## src/hdl/rau_pkg.sv

```systemverilog
// ----------------------------------------------------------------------------
// rau_pkg: shared types and constants for the rational arithmetic unit
// Operand widths, command codes, payload structs and sequencer states.
// ----------------------------------------------------------------------------
package rau_pkg;

  localparam int OperandWidth = 16;
  localparam int MagWidth     = 2 * OperandWidth + 1;
  localparam int NumWidth     = 33;
  localparam int DenWidth     = 31;
  localparam int CntWidth     = $clog2(MagWidth + 1);

  typedef enum logic [1:0] {
    CMD_ADD = 2'd0,
    CMD_SUB = 2'd1,
    CMD_MUL = 2'd2,
    CMD_DIV = 2'd3
  } cmd_t;

  typedef enum logic {
    STATUS_OK  = 1'b0,
    STATUS_ERR = 1'b1
  } status_t;

  typedef struct packed {
    logic [1:0]                     command;
    logic signed [OperandWidth-1:0] a_num;
    logic signed [OperandWidth-1:0] a_den;
    logic signed [OperandWidth-1:0] b_num;
    logic signed [OperandWidth-1:0] b_den;
  } in_item_t;

  typedef struct packed {
    logic signed [NumWidth-1:0] res_num;
    logic [DenWidth-1:0]        res_den;
    logic                       status;
  } out_item_t;

  typedef enum logic [3:0] {
    ST_IDLE,
    ST_MUL1,
    ST_MUL2,
    ST_MUL3,
    ST_COMBINE,
    ST_GCD_START,
    ST_GCD_WAIT,
    ST_DIVN_START,
    ST_DIVN_WAIT,
    ST_DIVD_START,
    ST_DIVD_WAIT,
    ST_DONE
  } state_t;

endpackage

```

## src/hdl/rational_arithmetic_unit.sv

```systemverilog
// ----------------------------------------------------------------------------
// rational_arithmetic_unit: add, subtract, multiply or divide two fractions
// Forms cross products, reduces by the GCD and normalizes the sign.
// ----------------------------------------------------------------------------
//  channel   | ports                        | transfer
//  ----------+------------------------------+-------------------------------
//  command   | start, busy, operands        | start high while busy low
//  result    | result_valid, result         | one cycle strobe, no stall
//
// An item takes three multiply steps, a combine step, a GCD launch, a binary
// GCD, two divisions (launch, quotient bits, finish) on the shared restoring
// divider and a done state, which raises the strobe. Errors go from the
// transfer straight to the done state, zero numerators from the GCD launch.
// Reset clears the sequencer; busy is low afterward. The receiver cannot
// stall: each result is shown for exactly one cycle.
// ----------------------------------------------------------------------------
module rational_arithmetic_unit (
  input  logic               clk,
  input  logic               rst,
  input  logic               start,
  input  rau_pkg::in_item_t  operands,
  output logic               busy,
  output logic               result_valid,
  output rau_pkg::out_item_t result
);

  localparam int W = rau_pkg::OperandWidth;
  localparam int M = rau_pkg::MagWidth;

  rau_pkg::state_t state, state_next;

  // Operand magnitudes and signs, captured at the transfer.
  logic [W-1:0] an, ad, bn, bd;
  logic         an_s, ad_s, bn_s, bd_s;
  logic [1:0]   cmd;
  logic [2*W-1:0] p1, p2, pd;
  logic [M-1:0] n_mag, d_mag, g, n_red;
  logic         n_neg, d_neg;

  // Shared multiplier: one product per cycle.
  logic [W-1:0]   mul_a, mul_b;
  logic [2*W-1:0] mul_p;
  assign mul_p = mul_a * mul_b;

  function automatic logic [W-1:0] mag_of(input logic [W-1:0] v);
    mag_of = v[W-1] ? W'(~v + 1'b1) : v;
  endfunction

  logic gcd_start, gcd_done, div_start, div_done;
  logic [M-1:0] gcd_out, div_a, div_q;

  rau_gcd u_gcd (
    .clk(clk), .rst(rst), .start(gcd_start), .x(n_mag), .y(d_mag),
    .done(gcd_done), .result(gcd_out)
  );

  rau_div u_div (
    .clk(clk), .rst(rst), .start(div_start), .dividend(div_a), .divisor(g),
    .done(div_done), .quotient(div_q)
  );

  logic in_err;
  assign in_err = (operands.a_den == '0) || (operands.b_den == '0) ||
                  (operands.command == rau_pkg::CMD_DIV && operands.b_num == '0);

  // Operand pairs for each multiply step.
  always_comb begin
    mul_a = an;
    mul_b = bd;
    unique case (state)
      rau_pkg::ST_MUL1: begin
        mul_a = (cmd == rau_pkg::CMD_MUL) ? an : an;
        mul_b = (cmd == rau_pkg::CMD_MUL) ? bn : bd;
      end
      rau_pkg::ST_MUL2: begin
        mul_a = ad;
        mul_b = (cmd == rau_pkg::CMD_DIV) ? bn : bd;
      end
      rau_pkg::ST_MUL3: begin
        mul_a = ad;
        mul_b = bn;
      end
      default: begin
        mul_a = an;
        mul_b = bd;
      end
    endcase
  end

  always_comb begin
    state_next = state;
    gcd_start  = 1'b0;
    div_start  = 1'b0;
    div_a      = n_mag;
    unique case (state)
      rau_pkg::ST_IDLE:
        if (start) begin
          state_next = in_err ? rau_pkg::ST_DONE : rau_pkg::ST_MUL1;
        end
      rau_pkg::ST_MUL1: state_next = rau_pkg::ST_MUL2;
      rau_pkg::ST_MUL2: state_next = rau_pkg::ST_MUL3;
      rau_pkg::ST_MUL3: state_next = rau_pkg::ST_COMBINE;
      rau_pkg::ST_COMBINE: state_next = rau_pkg::ST_GCD_START;
      // n_mag is settled here; a zero numerator skips the reduction.
      rau_pkg::ST_GCD_START:
        if (n_mag == '0) begin
          state_next = rau_pkg::ST_DONE;
        end else begin
          gcd_start  = 1'b1;
          state_next = rau_pkg::ST_GCD_WAIT;
        end
      rau_pkg::ST_GCD_WAIT:
        if (gcd_done) state_next = rau_pkg::ST_DIVN_START;
      rau_pkg::ST_DIVN_START: begin
        div_start  = 1'b1;
        div_a      = n_mag;
        state_next = rau_pkg::ST_DIVN_WAIT;
      end
      rau_pkg::ST_DIVN_WAIT:
        if (div_done) state_next = rau_pkg::ST_DIVD_START;
      rau_pkg::ST_DIVD_START: begin
        div_start  = 1'b1;
        div_a      = d_mag;
        state_next = rau_pkg::ST_DIVD_WAIT;
      end
      rau_pkg::ST_DIVD_WAIT:
        if (div_done) state_next = rau_pkg::ST_DONE;
      rau_pkg::ST_DONE: state_next = rau_pkg::ST_IDLE;
      default: state_next = rau_pkg::ST_IDLE;
    endcase
  end

  always_ff @(posedge clk) begin
    if (rst) begin
      state <= rau_pkg::ST_IDLE;
    end else begin
      state <= state_next;
    end
  end

  logic s1, s2;
  assign s1 = an_s ^ bd_s;
  assign s2 = (ad_s ^ bn_s) ^ (cmd == rau_pkg::CMD_SUB);

  // Datapath registers; hold when not addressed by the sequencer.
  always_ff @(posedge clk) begin
    if (rst) begin
      result_valid <= 1'b0;
    end else begin
      result_valid <= (state == rau_pkg::ST_DONE);
    end
    unique case (state)
      rau_pkg::ST_IDLE:
        if (start) begin
          cmd   <= operands.command;
          an    <= mag_of(operands.a_num);
          ad    <= mag_of(operands.a_den);
          bn    <= mag_of(operands.b_num);
          bd    <= mag_of(operands.b_den);
          an_s  <= operands.a_num[W-1];
          ad_s  <= operands.a_den[W-1];
          bn_s  <= operands.b_num[W-1];
          bd_s  <= operands.b_den[W-1];
          result.res_num <= '0;
          result.res_den <= rau_pkg::DenWidth'(1);
          result.status  <= in_err;
        end
      rau_pkg::ST_MUL1: p1 <= mul_p;
      rau_pkg::ST_MUL2: pd <= mul_p;
      rau_pkg::ST_MUL3: p2 <= mul_p;
      rau_pkg::ST_COMBINE: begin
        d_mag <= M'(pd);
        if (cmd == rau_pkg::CMD_MUL) begin
          n_mag <= M'(p1);
          n_neg <= an_s ^ bn_s;
          d_neg <= ad_s ^ bd_s;
        end else if (cmd == rau_pkg::CMD_DIV) begin
          n_mag <= M'(p1);
          n_neg <= an_s ^ bd_s;
          d_neg <= ad_s ^ bn_s;
        end else begin
          d_neg <= ad_s ^ bd_s;
          if (s1 == s2) begin
            n_mag <= M'(p1) + M'(p2);
            n_neg <= s1;
          end else if (p1 >= p2) begin
            n_mag <= M'(p1 - p2);
            n_neg <= s1;
          end else begin
            n_mag <= M'(p2 - p1);
            n_neg <= s2;
          end
        end
      end
      rau_pkg::ST_GCD_WAIT: if (gcd_done) g <= gcd_out;
      rau_pkg::ST_DIVN_WAIT: if (div_done) n_red <= div_q;
      rau_pkg::ST_DIVD_WAIT:
        if (div_done) begin
          result.res_num <= (n_neg ^ d_neg) ? rau_pkg::NumWidth'(~n_red + 1'b1)
                                            : rau_pkg::NumWidth'(n_red);
          result.res_den <= rau_pkg::DenWidth'(div_q);
        end
      default: ;
    endcase
  end

  // In the divide step for division, pd holds ad*bn; otherwise ad*bd.
  assign busy = (state != rau_pkg::ST_IDLE);

  a_strobe_one: assert property (@(posedge clk) disable iff (rst)
    result_valid |=> !result_valid) else $error("result strobe longer than one cycle");
  a_no_accept_busy: assert property (@(posedge clk) disable iff (rst)
    (busy && start) |=> state != rau_pkg::ST_MUL1 || $past(state) == rau_pkg::ST_IDLE)
    else $error("item taken while busy");
  a_den_pos: assert property (@(posedge clk) disable iff (rst)
    result_valid |-> result.res_den != '0) else $error("zero denominator out");

endmodule

```

## src/hdl/rau_gcd.sv

```systemverilog
// ----------------------------------------------------------------------------
// rau_gcd: iterative binary greatest common divisor
// One subtract/compare/shift step per cycle over magnitudes of MagWidth bits.
// ----------------------------------------------------------------------------
module rau_gcd (
  input  logic                          clk,
  input  logic                          rst,
  input  logic                          start,
  input  logic [rau_pkg::MagWidth-1:0]  x,
  input  logic [rau_pkg::MagWidth-1:0]  y,
  output logic                          done,
  output logic [rau_pkg::MagWidth-1:0]  result
);

  logic [rau_pkg::MagWidth-1:0] u, v, u_next, v_next;
  logic [rau_pkg::CntWidth-1:0] shift, shift_next;
  logic                         running, running_next;

  // Step rules: strip common twos, strip twos from either, then subtract.
  always_comb begin
    u_next       = u;
    v_next       = v;
    shift_next   = shift;
    running_next = running;
    if (start) begin
      u_next       = x;
      v_next       = y;
      shift_next   = '0;
      running_next = 1'b1;
    end else if (running) begin
      priority if (v == '0) begin
        running_next = 1'b0;
      end else if (u == '0) begin
        u_next       = v;
        v_next       = '0;
        running_next = 1'b0;
      end else if (!u[0] && !v[0]) begin
        u_next     = u >> 1;
        v_next     = v >> 1;
        shift_next = shift + 1'b1;
      end else if (!u[0]) begin
        u_next = u >> 1;
      end else if (!v[0]) begin
        v_next = v >> 1;
      end else if (u >= v) begin
        u_next = (u - v) >> 1;
      end else begin
        v_next = (v - u) >> 1;
      end
    end
  end

  always_ff @(posedge clk) begin
    if (rst) begin
      running <= 1'b0;
    end else begin
      running <= running_next;
    end
    u     <= u_next;
    v     <= v_next;
    shift <= shift_next;
  end

  assign done   = running && (u == '0 || v == '0);
  assign result = (u | v) << shift;

endmodule

```

## src/hdl/rau_div.sv

```systemverilog
// ----------------------------------------------------------------------------
// rau_div: restoring divider, one quotient bit per cycle
// Divides a MagWidth-bit magnitude by a nonzero divisor.
// ----------------------------------------------------------------------------
module rau_div (
  input  logic                          clk,
  input  logic                          rst,
  input  logic                          start,
  input  logic [rau_pkg::MagWidth-1:0]  dividend,
  input  logic [rau_pkg::MagWidth-1:0]  divisor,
  output logic                          done,
  output logic [rau_pkg::MagWidth-1:0]  quotient
);

  logic [rau_pkg::MagWidth-1:0] rem, quo, dsr;
  logic [rau_pkg::MagWidth:0]   trial;
  logic [rau_pkg::CntWidth-1:0] cnt;
  logic                         running;

  assign trial = {rem, quo[rau_pkg::MagWidth-1]};

  always_ff @(posedge clk) begin
    if (rst) begin
      running <= 1'b0;
      cnt     <= '0;
    end else if (start) begin
      running <= 1'b1;
      cnt     <= rau_pkg::CntWidth'(rau_pkg::MagWidth);
    end else if (running && cnt != '0) begin
      cnt <= cnt - 1'b1;
    end else begin
      running <= 1'b0;
    end
    if (start) begin
      rem <= '0;
      quo <= dividend;
      dsr <= divisor;
    end else if (running && cnt != '0) begin
      if (trial >= {1'b0, dsr}) begin
        rem <= rau_pkg::MagWidth'(trial - {1'b0, dsr});
        quo <= {quo[rau_pkg::MagWidth-2:0], 1'b1};
      end else begin
        rem <= trial[rau_pkg::MagWidth-1:0];
        quo <= {quo[rau_pkg::MagWidth-2:0], 1'b0};
      end
    end
  end

  assign done     = running && cnt == '0;
  assign quotient = quo;

endmodule

```

## config.mk

```make
export PLATFORM = sky130hd
export DESIGN_NAME = rational_arithmetic_unit
export DESIGN_NICKNAME = d
export VERILOG_FILES = /design/src/hdl/rau_pkg.sv /design/src/hdl/rational_arithmetic_unit.sv /design/src/hdl/rau_gcd.sv /design/src/hdl/rau_div.sv
export SDC_FILE = /design/constraint.sdc
export NUM_CORES = 2
export LEC_CHECK = 0
export BUFFER_PORTS_ARGS = -buffer_cell sky130_fd_sc_hd__clkbuf_2
export CORE_ASPECT_RATIO = 2
export CORE_MARGIN = 4
export CORE_UTILIZATION = 58
export CTS_CLUSTER_DIAMETER = 40
export DETAILED_ROUTE_END_ITERATION = 8
export GPL_ROUTABILITY_DRIVEN = 1
export PLACE_DENSITY = 0.79
export SYNTH_ARGS = -nofsm -noshare
export SYNTH_HDL_FRONTEND = slang
export SYNTH_SLANG_ARGS = --single-unit
```

## constraint.sdc

```tcl
create_clock -name clk -period 8.9 [get_ports clk]
set_clock_uncertainty 0.2 [all_clocks]
set_input_delay 1.78 -clock clk [delete_from_list [all_inputs] [get_ports clk]]
set_output_delay 1.78 -clock clk [all_outputs]
set_load 0.05 [all_outputs]
```

After elaboration in Yosys (flattened, before gate mapping) --
Index checks and enable logic that the tools add are counted.
Operators by class: add/subtract/negate cells 13, $mul 1, order comparisons 3, equality and inequality tests 25, shifts and indexed selects 1, mux-type cells 61, bitwise operators 14, reductions and logical operators 38
Operator list (count):
- 2-to-1 mux 33 bit | 22
- one-hot mux 64 bit (2 select lines) | 1
- logical NOT 33 bit | 3
- subtractor 33 bit | 3
- 2-to-1 mux 32 bit | 3
- subtractor 32 x 32 -> 33 bit | 2
- 2-to-1 mux 65 bit | 1
- adder 16 x 1 -> 16 bit, second input constant | 4
- 2-to-1 mux 64 bit | 1
- NOT 16 bit | 4
- 2-to-1 mux 15 bit | 4
- logical NOT 16 bit | 3
- 2-to-1 mux 16 bit | 3
- one-hot mux 16 bit (3 select lines) | 1
- one-hot mux 4 bit (11 select lines) | 1
- >= comparator 34 x 33 -> 1 bit | 1
- adder 32 x 32 -> 33 bit | 1
- adder 33 x 1 -> 33 bit, second input constant | 1
- >= comparator 33 bit | 1
- NOT 33 bit | 1
- OR 33 bit | 1
- << shifter 33 x 6 -> 33 bit | 1
- >= comparator 32 bit | 1
- multiplier 16 x 16 -> 32 bit | 1
- 28 further kinds | 91
Storage, ports and cells: flip-flop bits (word level) 548, input bits 69, output and inout port bits 67, logic and storage cells 197

Longest topological paths before layout --
depth after elaboration 9, mapped depth 29, gate-level depth less buffers 27

Modules after synthesis --
Synthesis repeated with hierarchy kept, for this count alone.
Second synthesis, totals: cell total of the unflattened synthesis 4559, area total of the unflattened synthesis 44103.5 um^2
By module, submodules not included:
- rational_arithmetic_unit | times used 1, cells each 2712, area an instance 28354.7 um^2, sequential area each 11030.6 um^2
- rau_gcd | times used 1, cells each 1250, area an instance 9700.6 um^2, sequential area each 2122.0 um^2
- rau_div | times used 1, cells each 597, area an instance 6048.3 um^2, sequential area each 2782.7 um^2

Least setup slack after synthesis --
No wires, ideal clock.
path kind register to register, from register state[2], to register p1[31] (data pin), library setup time 0.269 ns, data arrival time 7.772 ns, data required time 8.431 ns, path slack 0.659 ns, cell stages (with the launch flop) 27, path buffers 3, period minus slack after synthesis 8.241 ns, cells stage by stage dfxtp_1 clkbuf_1 nor3_1 clkbuf_1 clkbuf_1 mux2i_1 nor2_1 fa_1 inv_1 fa_1 fa_1 inv_1 fa_1 fa_1 inv_1 fa_1 inv_1 ha_1 a21o_1 a21o_1 a21o_1 o311ai_0 a221oi_1 nand3b_1 a31o_2 a21oi_1 xnor2_1
Between the ends: word-level cells in the longest chain between the ends 4, elaborated cells on any way between the ends 7, those cells by class mul (1); eq/ne (3); mux (2); reduce/logical (1)
Ends and longest elaborated chain:
- start: declaration | RTL line rational_arithmetic_unit.sv:30 | rau_pkg::state_t state, state_next;
- start signal: assignment | RTL line rational_arithmetic_unit.sv:135 | state <= rau_pkg::ST_IDLE;
- start signal: assignment | RTL line rational_arithmetic_unit.sv:137 | state <= state_next;
- equality test 4 x 2 -> 1 bit | RTL line rational_arithmetic_unit.sv:70 | unique case (state)
- OR reduction 2 bit (no source line)
- 2-to-1 mux 16 bit | RTL line rational_arithmetic_unit.sv:70
- multiplier 16 x 16 -> 32 bit (*) | RTL line rational_arithmetic_unit.sv:43 | assign mul_p = mul_a * mul_b;
- net mul_p[31] | RTL line rational_arithmetic_unit.sv:42 | logic [2*W-1:0] mul_p;
- end signal: assignment | RTL line rational_arithmetic_unit.sv:168 | rau_pkg::ST_MUL1: p1 <= mul_p;
- end: declaration | RTL line rational_arithmetic_unit.sv:36 | logic [2*W-1:0] p1, p2, pd;
The timed path passes the listed nets; every way through them passes the cells marked *. A chain may end at the register's enable or synchronous reset.

Final worst setup path --
from register state[1], to register pd[30] (data pin)
Between the ends: word-level cells in the longest chain between the ends 4, elaborated cells on any way between the ends 7, those cells by class mul (1); eq/ne (3); mux (2); reduce/logical (1)
Ends and longest elaborated chain:
- equality test 4 x 2 -> 1 bit | RTL line rational_arithmetic_unit.sv:70
- OR reduction 2 bit (no source line)
- 2-to-1 mux 16 bit | RTL line rational_arithmetic_unit.sv:70
- multiplier 16 x 16 -> 32 bit (*) | RTL line rational_arithmetic_unit.sv:43
- net mul_p[30] | RTL line rational_arithmetic_unit.sv:42
- end signal: assignment | RTL line rational_arithmetic_unit.sv:169 | rau_pkg::ST_MUL2: pd <= mul_p;
- end: declaration | RTL line rational_arithmetic_unit.sv:36
Marked as above.

==> metrics.md <==
| Metric | Value |
|---|---|
| Worst setup margin | `roughly 490 ps` |
| Reg2Reg Launch Point | `state[1]$_SDFFE_PP0P_` |
| Tmin final | `approximately 8400 ps` |
| Synthesized cell area | `between 0.04 and 0.05 mm²` |
| CP startpoint kind | `flop` |
| Io pins | `between 100 and 150` |
| Routed WL | `between 150 and 200 mm` |
| Critical-path maximum fanout | `15` |
| # nets final | `between 5000 and 6000` |
| Post_cts resized | `0` |
| Rel. slew slack | `0.0924` |
| Initial DRC count | `2620` |
| Routed via count | `35700` |
| Number of synthesis warnings | `0` |
| Worst reg-to-reg path cell count | `25` |
| Die width | `about 200 µm` |
| Critical Path End Type | `flop` |
| Initial Utilization | `0.585` |
| Worst Path Arrival | `between 8000 and 9000 ps` |
| # hold bufs at CTS | `0` |
| FMAX | `0.119 GHz` |
| FFs w/ async S/R, synth | `0` |
| Worst Setup SP | `state[1]$_SDFFE_PP0P_` |
| Final GP Congestion | `1.13` |
| RSZ-0062 raised after global routing | `no` |
| Die height | `between 300 and 400 µm` |
| Syn_nets | `about 5100` |
| HP Class | `flop to flop` |
| Final hold violation count | `0` |
| Area grow syn2layout | `9.16%` |
| EDFF count, synth | `roughly 500` |
| Synth unique cells | `83` |
| Congestion Overflow GR | `0` |
| Gate Count Post-Synth | `4492` |
| Htree depth | `2` |
| CTS tree | `yes` |
| Seq cells post-synth | `547` |
| Port bufs | `~140` |
| Clock sink count | `547` |
| Max Cap Violations | `0` |
| Vias in the first global route | `37300` |
| Initial antenna violation count | `8` |
| Via-to-Cell Ratio | `between 6 and 7` |
| Cell Rows | `approximately 140` |
| Clock root buffer | `clkbuf_16` |
| Req. time, crit path | `between 9000 and 10000 ps` |
| Hpwl dp | `approximately 120 mm` |
| Reg-to-reg endpoint | `pd[30]$_DFFE_PP_` |
| Share of layout cells above drive strength 1 | `0.0963` |
| Total CTS buffers | `60` |
| TNS Setup | `0 ps` |
| Status | `finished, final reports clean` |
| CP Class | `flop to flop` |
| DRT Pass-1 Iters | `6` |
| Gr usage total | `0.379` |
| DR WL/cell | `about 28 µm` |
| Clk Latency, worst-skew pair | `690 ps` |
| Flop-to-flop setup slack | `roughly 500 ps` |
| Dpl ws | `565 ps` |
| Period utilisation layout | `0.945` |
| Worst slew pin tran | `around 1300 ps` |
| Fin area | `approximately 0.047 mm²` |
| First-pass GRT wire length | `225 mm` |
| Core Footprint | `0.0741 mm²` |
| Commonest register cell after synthesis | `edfxtp_1` |
| Largest net degree at the start of global routing | `a little over 80` |
| Number of post-CTS setup repair buffers | `0` |
| Fill count | `6221` |
| Endpoints failing setup | `0` |
| Register area share after synthesis | `0.367` |
| Reg clk slew, reported paths | `around 70 ps` |
| Mean Syn Cell Area | `~9.7 µm²` |
| Clk buf depth | `3` |
| Die area | `approximately 0.079 mm²` |
| Critical path capture point | `pd[30]$_DFFE_PP_` |
| Area after DPL | `roughly 0.045 mm²` |
| Slew Viols, Final | `0` |
| DRT antenna net count | `0` |
| DRC | `0` |
| WHS | `around 220 ps` |
[worst min path at each step]
stage | start | end | slack [ps] | cells after the start
finish | g[11]$_SDFFCE_PP0P_ | u_div.dsr[11]$_DFFE_PN_ | 220 | 0
global route | g[24]$_SDFFCE_PP0P_ | u_div.dsr[24]$_DFFE_PN_ | 220 | 0
CTS | g[3]$_SDFFCE_PP0P_ | u_div.dsr[3]$_DFFE_PN_ | 220 | 0
detailed placement | pd[6]$_DFFE_PP_ | d_mag[6]$_DFFE_PP_ | 200 | 0
global placement | pd[15]$_DFFE_PP_ | d_mag[15]$_DFFE_PP_ | 200 | 0
floorplan | pd[0]$_DFFE_PP_ | d_mag[0]$_DFFE_PP_ | 200 | 0
[synthesized netlist by cell type (10+ instances only)]
master / count / area (µm²)
inv_1: 494 / 1850
fa_1: 200 / 4000
nand3b_1: 15 / 113
o21bai_1: 56 / 420
a22oi_1: 33 / 248
nor4_1: 58 / 363
buf_2: 17 / 85.1
and2_1: 53 / 332
clkbuf_1: 155 / 582
nand2b_1: 31 / 194
a21oi_1: 285 / 1430
nand2_1: 373 / 1400
nor2_1: 436 / 1640
or2_2: 10 / 62.6
nand3_1: 49 / 245
or3_1: 35 / 219
o31ai_1: 40 / 300
xor2_1: 45 / 394
nand4_1: 32 / 200
ha_1: 337 / 4220
nor2b_1: 30 / 188
nor3b_1: 10 / 75.1
a221oi_1: 41 / 359
buf_1: 14 / 52.6
mux4_2: 12 / 270
o211ai_1: 18 / 135
a31oi_1: 24 / 150
mux2i_1: 124 / 1240
o21ai_0: 229 / 1150
a211oi_1: 71 / 533
and3_1: 17 / 106
nor3_1: 103 / 515
o21a_1: 16 / 120
edfxtp_1: 495 / 14900
a311oi_1: 33 / 289
a21o_1: 58 / 435
xnor2_1: 186 / 1630
mux2_2: 47 / 529
dfxtp_1: 52 / 1040
[cell usage in the layout, fill, tap and decap left out, types with 34 or more instances in the layout]
| master | count |
|---|---|
| a211oi_1 | 71 |
| a21o_1 | 58 |
| a21oi_1 | 284 |
| a221oi_1 | 41 |
| and2_1 | 53 |
| buf_4 | 82 |
| clkbuf_16 | 60 |
| clkbuf_2 | 135 |
| dfxtp_1 | 50 |
| edfxtp_1 | 495 |
| fa_1 | 200 |
| ha_1 | 337 |
| inv_1 | 494 |
| mux2_2 | 47 |
| mux2i_1 | 122 |
| nand2_1 | 371 |
| nand3_1 | 49 |
| nor2_1 | 433 |
| nor3_1 | 97 |
| nor4_1 | 53 |
| o21ai_0 | 229 |
| o21bai_1 | 55 |
| o31ai_1 | 39 |
| or3_1 | 34 |
| xnor2_1 | 184 |
| xor2_1 | 44 |
[metrics by stage]
step / instances / util
after CTS: 5559 / 0.639
after global placement: 5445 / 0.610
after global routing: 5559 / 0.639
after floorplan: 4492 / -
after detailed placement: 5445 / 0.610
final: 5564 / 0.639
[flip-flops by register name, indices dropped and copies added (netlist names), 32 cells and up]
name,cells
g,33
p2,32
u_gcd.v,32
n_mag,33
n_red,33
pd,32
u_div.rem,33
u_div.quotient,33
d_mag,32
result,65
p1,32
u_div.dsr,33
u_gcd.u,33
[cell type report]
| cell class | count | area, µm² | area share |
|---|---|---|---|
| inverters | 500 | 1880 | 0.0396 |
| well taps | 929 | 1160 | 0.0246 |
| clock inverters | 48 | 582 | 0.0123 |
| clock buffers | 66 | 1520 | 0.0322 |
| diodes | 5 | 12.5 | 0.000264 |
| repair buffers | 218 | 1310 | 0.0277 |
| multi-input cells | 3251 | 25000 | 0.527 |
| flip-flops and latches | 547 | 15900 | 0.336 |
[layer usage]
layer  global-route usage  share of wire
met5                    0        0.00025
met4                0.414           0.14
met3               0.0711          0.058
met2                0.704           0.52
met1                0.308           0.28
[cell families after synthesis]
family / Yosys count / synth area share
fa+ha+maj: 537 / 0.190
xor+xnor: 231 / 0.0467
compound gates: 1026 / 0.154
buf+inv: 694 / 0.0614
flops: 547 / 0.367
simple gates: 1274 / 0.135
mux: 183 / 0.0471
[critical path, cell delays in order (launching register included)]
cell	delay [ps]
dfxtp_1	690
o21ai_0	270
a21boi_4	510
buf_4	330
mux2i_1	550
buf_4	270
nor2_1	70
fa_1	530
fa_1	430
fa_1	470
fa_1	430
fa_1	510
inv_1	50
fa_1	480
inv_1	50
ha_1	360
a21o_1	200
a21o_1	180
a21oi_1	270
o22ai_1	240
a31oi_1	220
buf_4	210
nand2_1	90
a31o_2	240
a21oi_1	160
xnor2_1	110
Power is not shown: default switching activity piles up to over one toggle a cycle in this logic, so the estimate is an artifact.
